==> config.mk <==
export PLATFORM = sky130hd
export DESIGN_NAME = jarvis_march_convex_hull
export DESIGN_NICKNAME = d
export VERILOG_FILES = /design/src/sv/jmch_pkg.sv /design/src/sv/jmch_ram.sv /design/src/sv/jarvis_march_convex_hull.sv
export SDC_FILE = /design/constraint.sdc
export NUM_CORES = 2
export LEC_CHECK = 0
export BUFFER_PORTS_ARGS = -buffer_cell sky130_fd_sc_hd__clkbuf_2
export CORE_ASPECT_RATIO = 1.2
export CORE_MARGIN = 4
export CORE_UTILIZATION = 60
export CTS_CLUSTER_SIZE = 28
export DETAILED_ROUTE_END_ITERATION = 6
export PLACE_DENSITY = 0.76
export SLEW_MARGIN = 20
export SYNTH_ARGS = -nofsm -noshare
export SYNTH_HDL_FRONTEND = slang
export SYNTH_SLANG_ARGS = --single-unit
==> constraint.sdc <==
create_clock -name clk -period 29.1 [get_ports clk]
set_clock_uncertainty 0.1 [all_clocks]
set_input_delay 5.82 -clock clk [delete_from_list [all_inputs] [get_ports clk]]
set_output_delay 5.82 -clock clk [all_outputs]
set_load 0.005 [all_outputs]
==> src/sv/jmch_pkg.sv <==
// Package for the gift-wrapping convex hull block: constants, payload types and states.
`default_nettype none
package jmch_pkg;

  localparam int MAX_POINTS  = 64;
  localparam int COORD_BITS  = 16;
  localparam int MAX_RESULTS = 64;

  localparam int IDX_W  = $clog2(MAX_POINTS);
  localparam int CNT_W  = $clog2(MAX_POINTS + 1);
  localparam int NOUT_W = $clog2(MAX_RESULTS);
  localparam int DIFF_W = COORD_BITS + 1;
  localparam int PROD_W = 2 * DIFF_W;
  localparam int PT_W   = 2 * COORD_BITS;

  typedef struct packed {
    logic signed [COORD_BITS-1:0] point_x;
    logic signed [COORD_BITS-1:0] point_y;
    logic                         last_point;
  } point_in_t;

  typedef struct packed {
    logic signed [COORD_BITS-1:0] vertex_x;
    logic signed [COORD_BITS-1:0] vertex_y;
    logic                         last_vertex;
    logic                         too_few_points;
  } result_t;

  typedef struct packed {
    logic signed [COORD_BITS-1:0] x;
    logic signed [COORD_BITS-1:0] y;
  } pt_t;

  typedef enum logic [3:0] {
    S_IDLE,
    S_VTX,
    S_RD,
    S_CHK,
    S_M0,
    S_M1,
    S_M2,
    S_M3,
    S_M4,
    S_DEC,
    S_EMIT
  } state_t;

endpackage
`default_nettype wire

==> src/sv/jmch_ram.sv <==
// Generic simple dual-port RAM (one write port, one read port) with registered read data that holds between reads.
`default_nettype none
module jmch_ram #(
  parameter int WIDTH = 32,
  parameter int DEPTH = 64
) (
  input  wire logic                     clk,
  input  wire logic                     we,
  input  wire logic [$clog2(DEPTH)-1:0] waddr,
  input  wire logic [WIDTH-1:0]         wdata,
  input  wire logic                     re,
  input  wire logic [$clog2(DEPTH)-1:0] raddr,
  output logic      [WIDTH-1:0]         rdata
);

  logic [WIDTH-1:0] mem [DEPTH];

  always_ff @(posedge clk) begin
    if (we) begin
      mem[waddr] <= wdata;
    end
    if (re) begin
      rdata <= mem[raddr];
    end
  end

endmodule
`default_nettype wire

==> src/sv/jarvis_march_convex_hull.sv <==
// Gift-wrapping convex hull: point store, pivot tracking and a sequenced cross-product unit.
// Points load one per cycle while busy is low. After the last point, each hull vertex scans every
// stored point: one equal to the current vertex is skipped after its read and compare, any other
// goes through one shared 17x17 multiplier run four times and then the decision step.
// Results appear one per strobe and cannot be stalled; fewer than three points give one error.
// Synchronous reset clears the sequencer, point count and pivot; store contents stay undefined.
`default_nettype none
module jarvis_march_convex_hull (
  input  wire logic                clk,
  input  wire logic                rst,
  input  wire logic                start,
  input  wire jmch_pkg::point_in_t point,
  output logic                     busy,
  output logic                     result_valid,
  output jmch_pkg::result_t        result
);
  import jmch_pkg::*;

  state_t state, state_next;

  logic [CNT_W-1:0]  point_count;
  logic [IDX_W-1:0]  j;
  logic [NOUT_W-1:0] nout;
  pt_t               pivot, pivot_next, cur, best, p_in, q;
  logic              best_valid;

  logic signed [DIFF_W-1:0] dbx, dby, dqx, dqy;
  logic signed [DIFF_W-1:0] mul_a, mul_b;
  logic signed [PROD_W-1:0] prod, lprod, rprod;
  logic        [PROD_W-1:0] dacc, dist_q, best_dist;

  logic             accept, store_pt, start_wrap, few;
  logic [CNT_W-1:0] cnt_after;
  logic             at_limit, last_j, same_q, term, take;
  logic             ram_we, ram_re, res_load;
  result_t          res_value;
  logic [PT_W-1:0]  rdata;

  jmch_ram #(.WIDTH(PT_W), .DEPTH(MAX_POINTS)) u_store (
    .clk   (clk),
    .we    (ram_we),
    .waddr (point_count[IDX_W-1:0]),
    .wdata (p_in),
    .re    (ram_re),
    .raddr (j),
    .rdata (rdata)
  );

  assign p_in = '{x: point.point_x, y: point.point_y};
  assign q    = pt_t'(rdata);

  assign accept     = start && !busy;
  assign store_pt   = accept && (point_count < CNT_W'(MAX_POINTS));
  assign cnt_after  = store_pt ? point_count + CNT_W'(1) : point_count;
  assign few        = accept && point.last_point && (cnt_after < CNT_W'(3));
  assign start_wrap = accept && point.last_point && !few;

  always_comb begin
    pivot_next = pivot;
    if (store_pt && ((point_count == '0) || (p_in.x < pivot.x) ||
                     ((p_in.x == pivot.x) && (p_in.y < pivot.y)))) begin
      pivot_next = p_in;
    end
  end

  assign at_limit = (nout == NOUT_W'(MAX_RESULTS - 1));
  assign last_j   = (CNT_W'(j) == point_count - CNT_W'(1));
  assign same_q   = (q == cur);
  assign term     = !best_valid || (best == pivot);
  assign take     = !best_valid || (lprod < rprod) ||
                    ((lprod == rprod) && (dist_q > best_dist));

  always_comb begin
    state_next = state;
    unique case (state)
      S_IDLE: if (start_wrap) state_next = S_VTX;
      S_VTX:  state_next = at_limit ? S_IDLE : S_RD;
      S_RD:   state_next = S_CHK;
      S_CHK: begin
        if (same_q) begin
          state_next = last_j ? S_EMIT : S_RD;
        end else begin
          state_next = S_M0;
        end
      end
      S_M0:   state_next = S_M1;
      S_M1:   state_next = S_M2;
      S_M2:   state_next = S_M3;
      S_M3:   state_next = S_M4;
      S_M4:   state_next = S_DEC;
      S_DEC:  state_next = last_j ? S_EMIT : S_RD;
      S_EMIT: state_next = term ? S_IDLE : S_VTX;
      default: state_next = S_IDLE;
    endcase
  end

  always_comb begin
    busy      = (state != S_IDLE);
    ram_we    = 1'b0;
    ram_re    = 1'b0;
    mul_a     = dbx;
    mul_b     = dqy;
    res_load  = 1'b0;
    res_value = '0;
    unique case (state)
      S_IDLE: begin
        ram_we = store_pt;
        if (few) begin
          res_load                 = 1'b1;
          res_value.last_vertex    = 1'b1;
          res_value.too_few_points = 1'b1;
        end
      end
      S_VTX: begin
        if (at_limit) begin
          res_load              = 1'b1;
          res_value.vertex_x    = cur.x;
          res_value.vertex_y    = cur.y;
          res_value.last_vertex = 1'b1;
        end
      end
      S_RD: ram_re = 1'b1;
      S_M1: begin
        mul_a = dqx;
        mul_b = dby;
      end
      S_M2: begin
        mul_a = dqx;
        mul_b = dqx;
      end
      S_M3: begin
        mul_a = dqy;
        mul_b = dqy;
      end
      S_EMIT: begin
        res_load              = 1'b1;
        res_value.vertex_x    = cur.x;
        res_value.vertex_y    = cur.y;
        res_value.last_vertex = term;
      end
      default: begin
      end
    endcase
  end

  always_ff @(posedge clk) begin
    prod <= PROD_W'(mul_a) * PROD_W'(mul_b);
    if (res_load) begin
      result <= res_value;
    end
    if (rst) begin
      state        <= S_IDLE;
      point_count  <= '0;
      pivot        <= '0;
      cur          <= '0;
      best         <= '0;
      best_valid   <= 1'b0;
      result_valid <= 1'b0;
      j            <= '0;
      nout         <= '0;
    end else begin
      state        <= state_next;
      result_valid <= res_load;
      unique case (state)
        S_IDLE: begin
          pivot       <= pivot_next;
          point_count <= few ? '0 : cnt_after;
          if (start_wrap) begin
            cur  <= pivot_next;
            nout <= '0;
          end
        end
        S_VTX: begin
          if (at_limit) begin
            point_count <= '0;
          end else begin
            j          <= '0;
            best_valid <= 1'b0;
          end
        end
        S_CHK: begin
          dbx <= DIFF_W'(best.x) - DIFF_W'(cur.x);
          dby <= DIFF_W'(best.y) - DIFF_W'(cur.y);
          dqx <= DIFF_W'(q.x) - DIFF_W'(cur.x);
          dqy <= DIFF_W'(q.y) - DIFF_W'(cur.y);
          if (same_q && !last_j) begin
            j <= j + IDX_W'(1);
          end
        end
        S_M1: lprod <= prod;
        S_M2: rprod <= prod;
        S_M3: dacc  <= PROD_W'(prod);
        S_M4: dist_q <= dacc + PROD_W'(prod);
        S_DEC: begin
          if (take) begin
            best       <= q;
            best_dist  <= dist_q;
            best_valid <= 1'b1;
          end
          if (!last_j) begin
            j <= j + IDX_W'(1);
          end
        end
        S_EMIT: begin
          if (term) begin
            point_count <= '0;
          end else begin
            cur  <= best;
            nout <= nout + NOUT_W'(1);
          end
        end
        default: begin
        end
      endcase
    end
  end

  a_few_is_last: assert property (@(posedge clk) disable iff (rst)
    result_valid && result.too_few_points |-> result.last_vertex)
    else $error("Error result without the last-vertex flag.");

  a_end_clears_set: assert property (@(posedge clk) disable iff (rst)
    result_valid && result.last_vertex |-> point_count == '0)
    else $error("Point set not cleared at the end of a run.");

  a_walk_continues: assert property (@(posedge clk) disable iff (rst)
    result_valid && !result.last_vertex |-> busy)
    else $error("Walk stopped after a vertex that was not the last.");

  a_read_in_range: assert property (@(posedge clk) disable iff (rst)
    state == S_RD |-> CNT_W'(j) < point_count)
    else $error("Scan read beyond the stored points.");

endmodule
`default_nettype wire
Word-level counts from Yosys, hierarchy flattened
Memories as Yosys holds them, arrays and structs flattened. A register that Yosys moved wholly into a read port is not among the register bits.
Index checks and enable logic that the tools add are counted.
{"block": "totals", "regBits": 427, "in_bits": 36, "mem_count": 1, "output_inout_bits": 36, "mem_bits_rw": 2048, "wordCells": 143}
{"block": "op_classes", "magnitude_cmp": 6, "eq_ne": 24, "reduce_logical": 37, "muxes": 38, "mul": 1, "bitwise_logic": 1, "n_addsub": 9}
{"memory": "u_store.mem", "words": 64, "width": 32, "read_ports": 1, "rd_ports_with_merged_regs": 1, "write_ports": 1, "line_no": "jmch_ram.sv:16", "source": "logic [WIDTH-1:0] mem [DEPTH];"}
{"operator": "one-hot mux 32 bit (2 select lines)", "count": 2}
{"operator": "2-to-1 mux 32 bit", "count": 3}
{"operator": "one-hot mux 17 bit (2 select lines)", "count": 2}
{"operator": "subtractor 16 x 16 -> 17 bit", "count": 4}
{"operator": "equality test 32 bit", "count": 2}
{"operator": "one-hot mux 4 bit (11 select lines)", "count": 1}
{"operator": "adder 34 bit", "count": 1}
{"operator": "equality test 34 bit", "count": 1}
{"operator": "> comparator 34 bit", "count": 1}
{"operator": "< comparator 34 bit", "count": 1}
{"operator": "multiplier 17 x 17 -> 34 bit", "count": 1}
{"operator": "2-to-1 mux 33 bit", "count": 1}
{"operator": "< comparator 16 bit", "count": 2}
{"operator": "2-to-1 mux 6 bit", "count": 5}
{"operator": "2-to-1 mux 7 bit", "count": 4}
{"operator": "one-hot mux 7 bit (3 select lines)", "count": 1}
{"operator": "one-hot mux 6 bit (3 select lines)", "count": 1}
{"operator": "equality test 16 bit", "count": 1}
{"operator": "equality test 4 x 3 -> 1 bit, second input constant", "count": 4}
{"operator": "!= test 2 bit, second input constant", "count": 8}
{"operator": "adder 6 x 1 -> 6 bit, second input constant", "count": 2}
{"operator": "equality test 4 bit, second input constant", "count": 3}
{"operator": "2-to-1 mux 4 bit", "count": 3}
{"operator": "one-hot mux 6 bit (2 select lines)", "count": 1}
{"operator": "25 further kinds", "count": 61}

Logic depth before layout (Yosys ltp)
{"block": "depth", "word_depth": 11, "ltp_mapped": 33, "depth_no_buf": 30}

Hierarchy
From an unflattened synthesis, not the netlist that was laid out.
{"block": "hier_totals", "cells_unflattened": 6774, "area_unflattened_um2": 112852.0}
{"mod": "jmch_ram", "cells_each": 3324, "area_per_inst_um2": 78835.6, "seq_area_each_um2": 62459.9, "n_inst": 1}
{"mod": "jarvis_march_convex_hull", "cells_each": 3450, "area_per_inst_um2": 34016.4, "seq_area_each_um2": 11270.8, "n_inst": 1}

Worst setup path after synthesis
No wires, ideal clock.
{"block": "synth_timing", "path_kind": "input -> register", "from": "input port rst", "to": "register dbx[0] (enable)", "path_slack_ns": 15.639, "t_arrival_ns": 12.697, "setup_time_ns": 0.663, "required_ns": 28.337, "path_stages": 3, "path_buffers": 2, "cell_sequence": "clkbuf_1 -> clkbuf_1 -> nor4_1"}
{"block": "synth_between", "elab_chain_len": 2}
{"element": "start, declared", "line_no": "jarvis_march_convex_hull.sv:10", "source": "input wire logic rst,"}
{"element": "inverter 1 bit (no line)"}
{"element": "AND reduction 2 bit (no line)"}
{"element": "end signal, assigned", "line_no": "jarvis_march_convex_hull.sv:182", "source": "dbx <= DIFF_W'(best.x) - DIFF_W'(cur.x);"}
{"element": "end, declared", "line_no": "jarvis_march_convex_hull.sv:27", "source": "logic signed [DIFF_W-1:0] dbx, dby, dqx, dqy;"}
Every way passes these cells.
A chain may end at the register's enable or synchronous reset.

Worst setup path in the final report
{"block": "layout_timing", "from": "register state[0]", "to": "register prod[33]"}
{"block": "layout_between", "elab_chain_len": 4, "elab_cells_between_ends": 7, "classes_between": "mul (1); eq/ne (3); mux (2); reduce/logical (1)"}
{"element": "start, declared", "line_no": "jarvis_march_convex_hull.sv:19", "source": "state_t state, state_next;"}
{"element": "start signal, assigned", "line_no": "jarvis_march_convex_hull.sv:162", "source": "state <= state_next;"}
{"element": "equality test 4 x 3 -> 1 bit", "line_no": "jarvis_march_convex_hull.sv:105", "source": "unique case (state)"}
{"element": "OR reduction 2 bit (no line)"}
{"element": "one-hot mux 17 bit (2 select lines)", "line_no": "jarvis_march_convex_hull.sv:105"}
{"element": "multiplier 17 x 17 -> 34 bit (*)", "line_no": "jarvis_march_convex_hull.sv:147", "source": "prod <= PROD_W'(mul_a) * PROD_W'(mul_b);"}
{"element": "end signal, assigned", "line_no": "jarvis_march_convex_hull.sv:147"}
{"element": "end, declared", "line_no": "jarvis_march_convex_hull.sv:29", "source": "logic signed [PROD_W-1:0] prod, lprod, rprod;"}
Mark *: on every way between the ends. The rest lies on a longest branch, timed or not.

==> metrics.csv <==
metric,value,unit
async_reset_ff_frac,0,
rsz0062_at_grt,no,
cp_top_family,adder cells,
synth.avg_cell_area,17.60,um^2
switching_power,0.001684,W
synth_top_family_by_area,multiplexers,
cts_made_buffers,226,
pwr-share-seq,0.536,
dieHeight,480.9,um
gr-total-overflow,0,
layout.nets,7182,
synth.most_common_cell,edfxtp_1,
htreeDepth,4,
cp_data_arrival_time,9.75,ns
cp_common_cell,fa_1,
grt_start_max_net_pins,163,
use_met3,0.06034,
synth_compound_area_frac,0.03095,
final-setup-viol-count,0,
cts_resized,0,
synth_commonest_cells,"edfxtp_1 (2352), mux4_2 (672), inv_1 (500)",
period_minus_slack,9.122,ns
die_w,402.0,um
cpMaxStageDelayCell,a2111oi_0,
synth_cell_types,79,
syn_area,111800,um^2
post_cts_hold_buffer_count,0,
synth-edff-count,2352,
wl_per_cell,32.18,um
routed_wl,296.6,mm
hold_depth,0,
met2_usage,0.5273,
ys_warn_count,0,
internal_power,0.005841,W
whs,0.3532,ns
yosys.area.top_type,edfxtp_1,
ys.flop_type,edfxtp_1,
yosys.area_share.simple,0.04205,
worstMarginPinSlew,1.139,ns
gr-max-usage-layer,met2,
maxSlewViolCount,0,
slew_headroom,0.2386,
place_congestion,0.9814,
numPortBuffers,71,
synthCells,6352,
muxShareOfSynthArea,0.1434,
min_path_type,reg2reg,
clk_transition_reported_paths,0.07,ns
start_util,0.6034,
cts.sinks,2507,
hold_viol_final,0,
detailedRoute.firstPassIterationCount,6,
critPathRequiredTime,29.73,ns
cts_tree,built,
cts_setup_buffers,0,
power.share.combinational,0.061,
drc,0,
ys_top_cells_by_area,"edfxtp_1 (63%), mux4_2 (14%), fa_1 (5.4%), ha_1 (3.2%), dfxtp_1 (2.8%)",
yosys.area.top_type_share,0.6318,
setup_tns,0,ns
swShare,0.2238,
synth_seq_cells,2507,
num_vias,60250,
maxCapViolCount,0,
cp_num_cells,25,
synth-seq-area-share,0.6595,
drive_gt1_frac,0.2033,
synthAdderAreaFrac,0.08591,
power.density,60.77,nW/um^2
antenna_found_initial,20,
io_pins,72,
track_usage,0.3118,
p_leak,42.00,nW
reg2reg_slack,19.98,ns
area_delta_synth_final,10.76,%
cp-end-kind,flop,
core_area,185300,um^2
dieArea,193300,um^2
dp_hpwl,183.3,mm
drt.antenna.violating_nets,0,
pwr-share-clk,0.403,
cts-root-to-sink-buffers,3,
fp-row-count,173,
syn_nets,6975,
grt_pass1_vias,61990,
max_freq,109.6,MHz
grt_pass1_wl,431.8,mm
critPathKind,reg2reg,
clk-insertion-delay-late,0.89,ns
peakVddDrop,72.88,uV
via_per_inst,6.539,
reg2regPathDepth,25,
status,completed,
critical-path-max-stage-delay,0.92,ns
critPathBufInv,5,
root_buffer,clkbuf_16,
period_share,0.3135,
drtIter0Drc,7686,
cp_max_fo,40,
grt.met1_usage,0.3947,
synth_xor_area_frac,0.01230,
critPathLaunchType,flop,
## sequential cells by signal (all words and copies together) (netlist names), 32 cells and up
register and cells:
u_store.mem 2048, result 34, lprod 34, rprod 34, dacc 34, pivot 32, cur 32, prod 34
best_dist 34, dist_q 34, best 32, u_store.rdata 32
## area by class of cell
type	instances	area (um^2)
sequential	2507	73750
fill	12080	61460
multi-input combinational	3090	35750
clock buffer	269	5954
tap	2450	3065
inverter	500	1877
timing repair buffer	234	1797
clock inverter	157	1610
antenna	8	20.02
## metal layers
metal  vias up  wire [um]
li1      24810          -
met3       669      25480
met4        12      15680
met5         -         80
met2      3253     150700
met1     31510     104600
## logic make-up after synthesis
family,count (synthesis)
AO/OA/AOI/OAI,537
buffers and inverters,755
multiplexers,761
XOR/XNOR,157
AND/OR/NAND/NOR,1048
flip-flops,2507
adder cells (fa/ha/maj),587
## through the flow
step / setup slack, ns / total power, W / util / cells / area (um^2)
global placement: 19.95 / 0.004556 / 0.6262 / 8773 / 116000
floorplan: 15.64 / 0.004375 / - / 6352 / 111800
finish: 19.98 / 0.007525 / 0.6683 / 9215 / 123800
detailed placement: 19.81 / 0.004566 / 0.6265 / 8775 / 116100
CTS: 20.11 / 0.007553 / 0.6673 / 9201 / 123600
global route: 19.72 / 0.007766 / 0.6682 / 9208 / 123800
## path summary, 6_finish.rpt
check,startpoint,end
worst min register to register,dist_q[30]$_DFFE_PP_,best_dist[30]$_DFFE_PP_
worst max-delay path,state[0]$_SDFFE_PP0P_,prod[33]$_DFF_P_
worst min-delay path,dist_q[30]$_DFFE_PP_,best_dist[30]$_DFFE_PP_
worst max register to register,state[0]$_SDFFE_PP0P_,prod[33]$_DFF_P_
## power by group through the flow
| stage | clock, W | sequential, W | combinational, W |
|---|---|---|---|
| 2_1_floorplan | 0 | 0.00409 | 0.000285 |
| 3_3_place_gp | 0 | 0.00411 | 0.000445 |
| 3_5_place_dp | 0 | 0.00411 | 0.000455 |
| 4_1_cts | 0.00306 | 0.00403 | 0.000460 |
| 5_1_grt | 0.00323 | 0.00403 | 0.000505 |
| 6_report | 0.00303 | 0.00403 | 0.000459 |
## cells in the final DEF, fill, tap and decap left out, types with 39 or more instances in the layout
cell       instances
buf_4            151
ha_1             286
nand2b_1          51
nor2b_1           42
nor2_4            66
nand3_1           62
nor2_1           399
a21o_1            96
dfxtp_1          148
o21ai_0          113
mux4_2           672
inv_1            500
fa_1             301
clkbuf_2          70
xor2_1            71
nand2_1          247
nand4_1           46
xnor2_1           86
clkbuf_16        232
edfxtp_1        2352
clkinv_2          54
a21oi_1          133
mux2i_1           87
clkinv_1          39
Note: power is estimated with default switching activity, not from simulation.
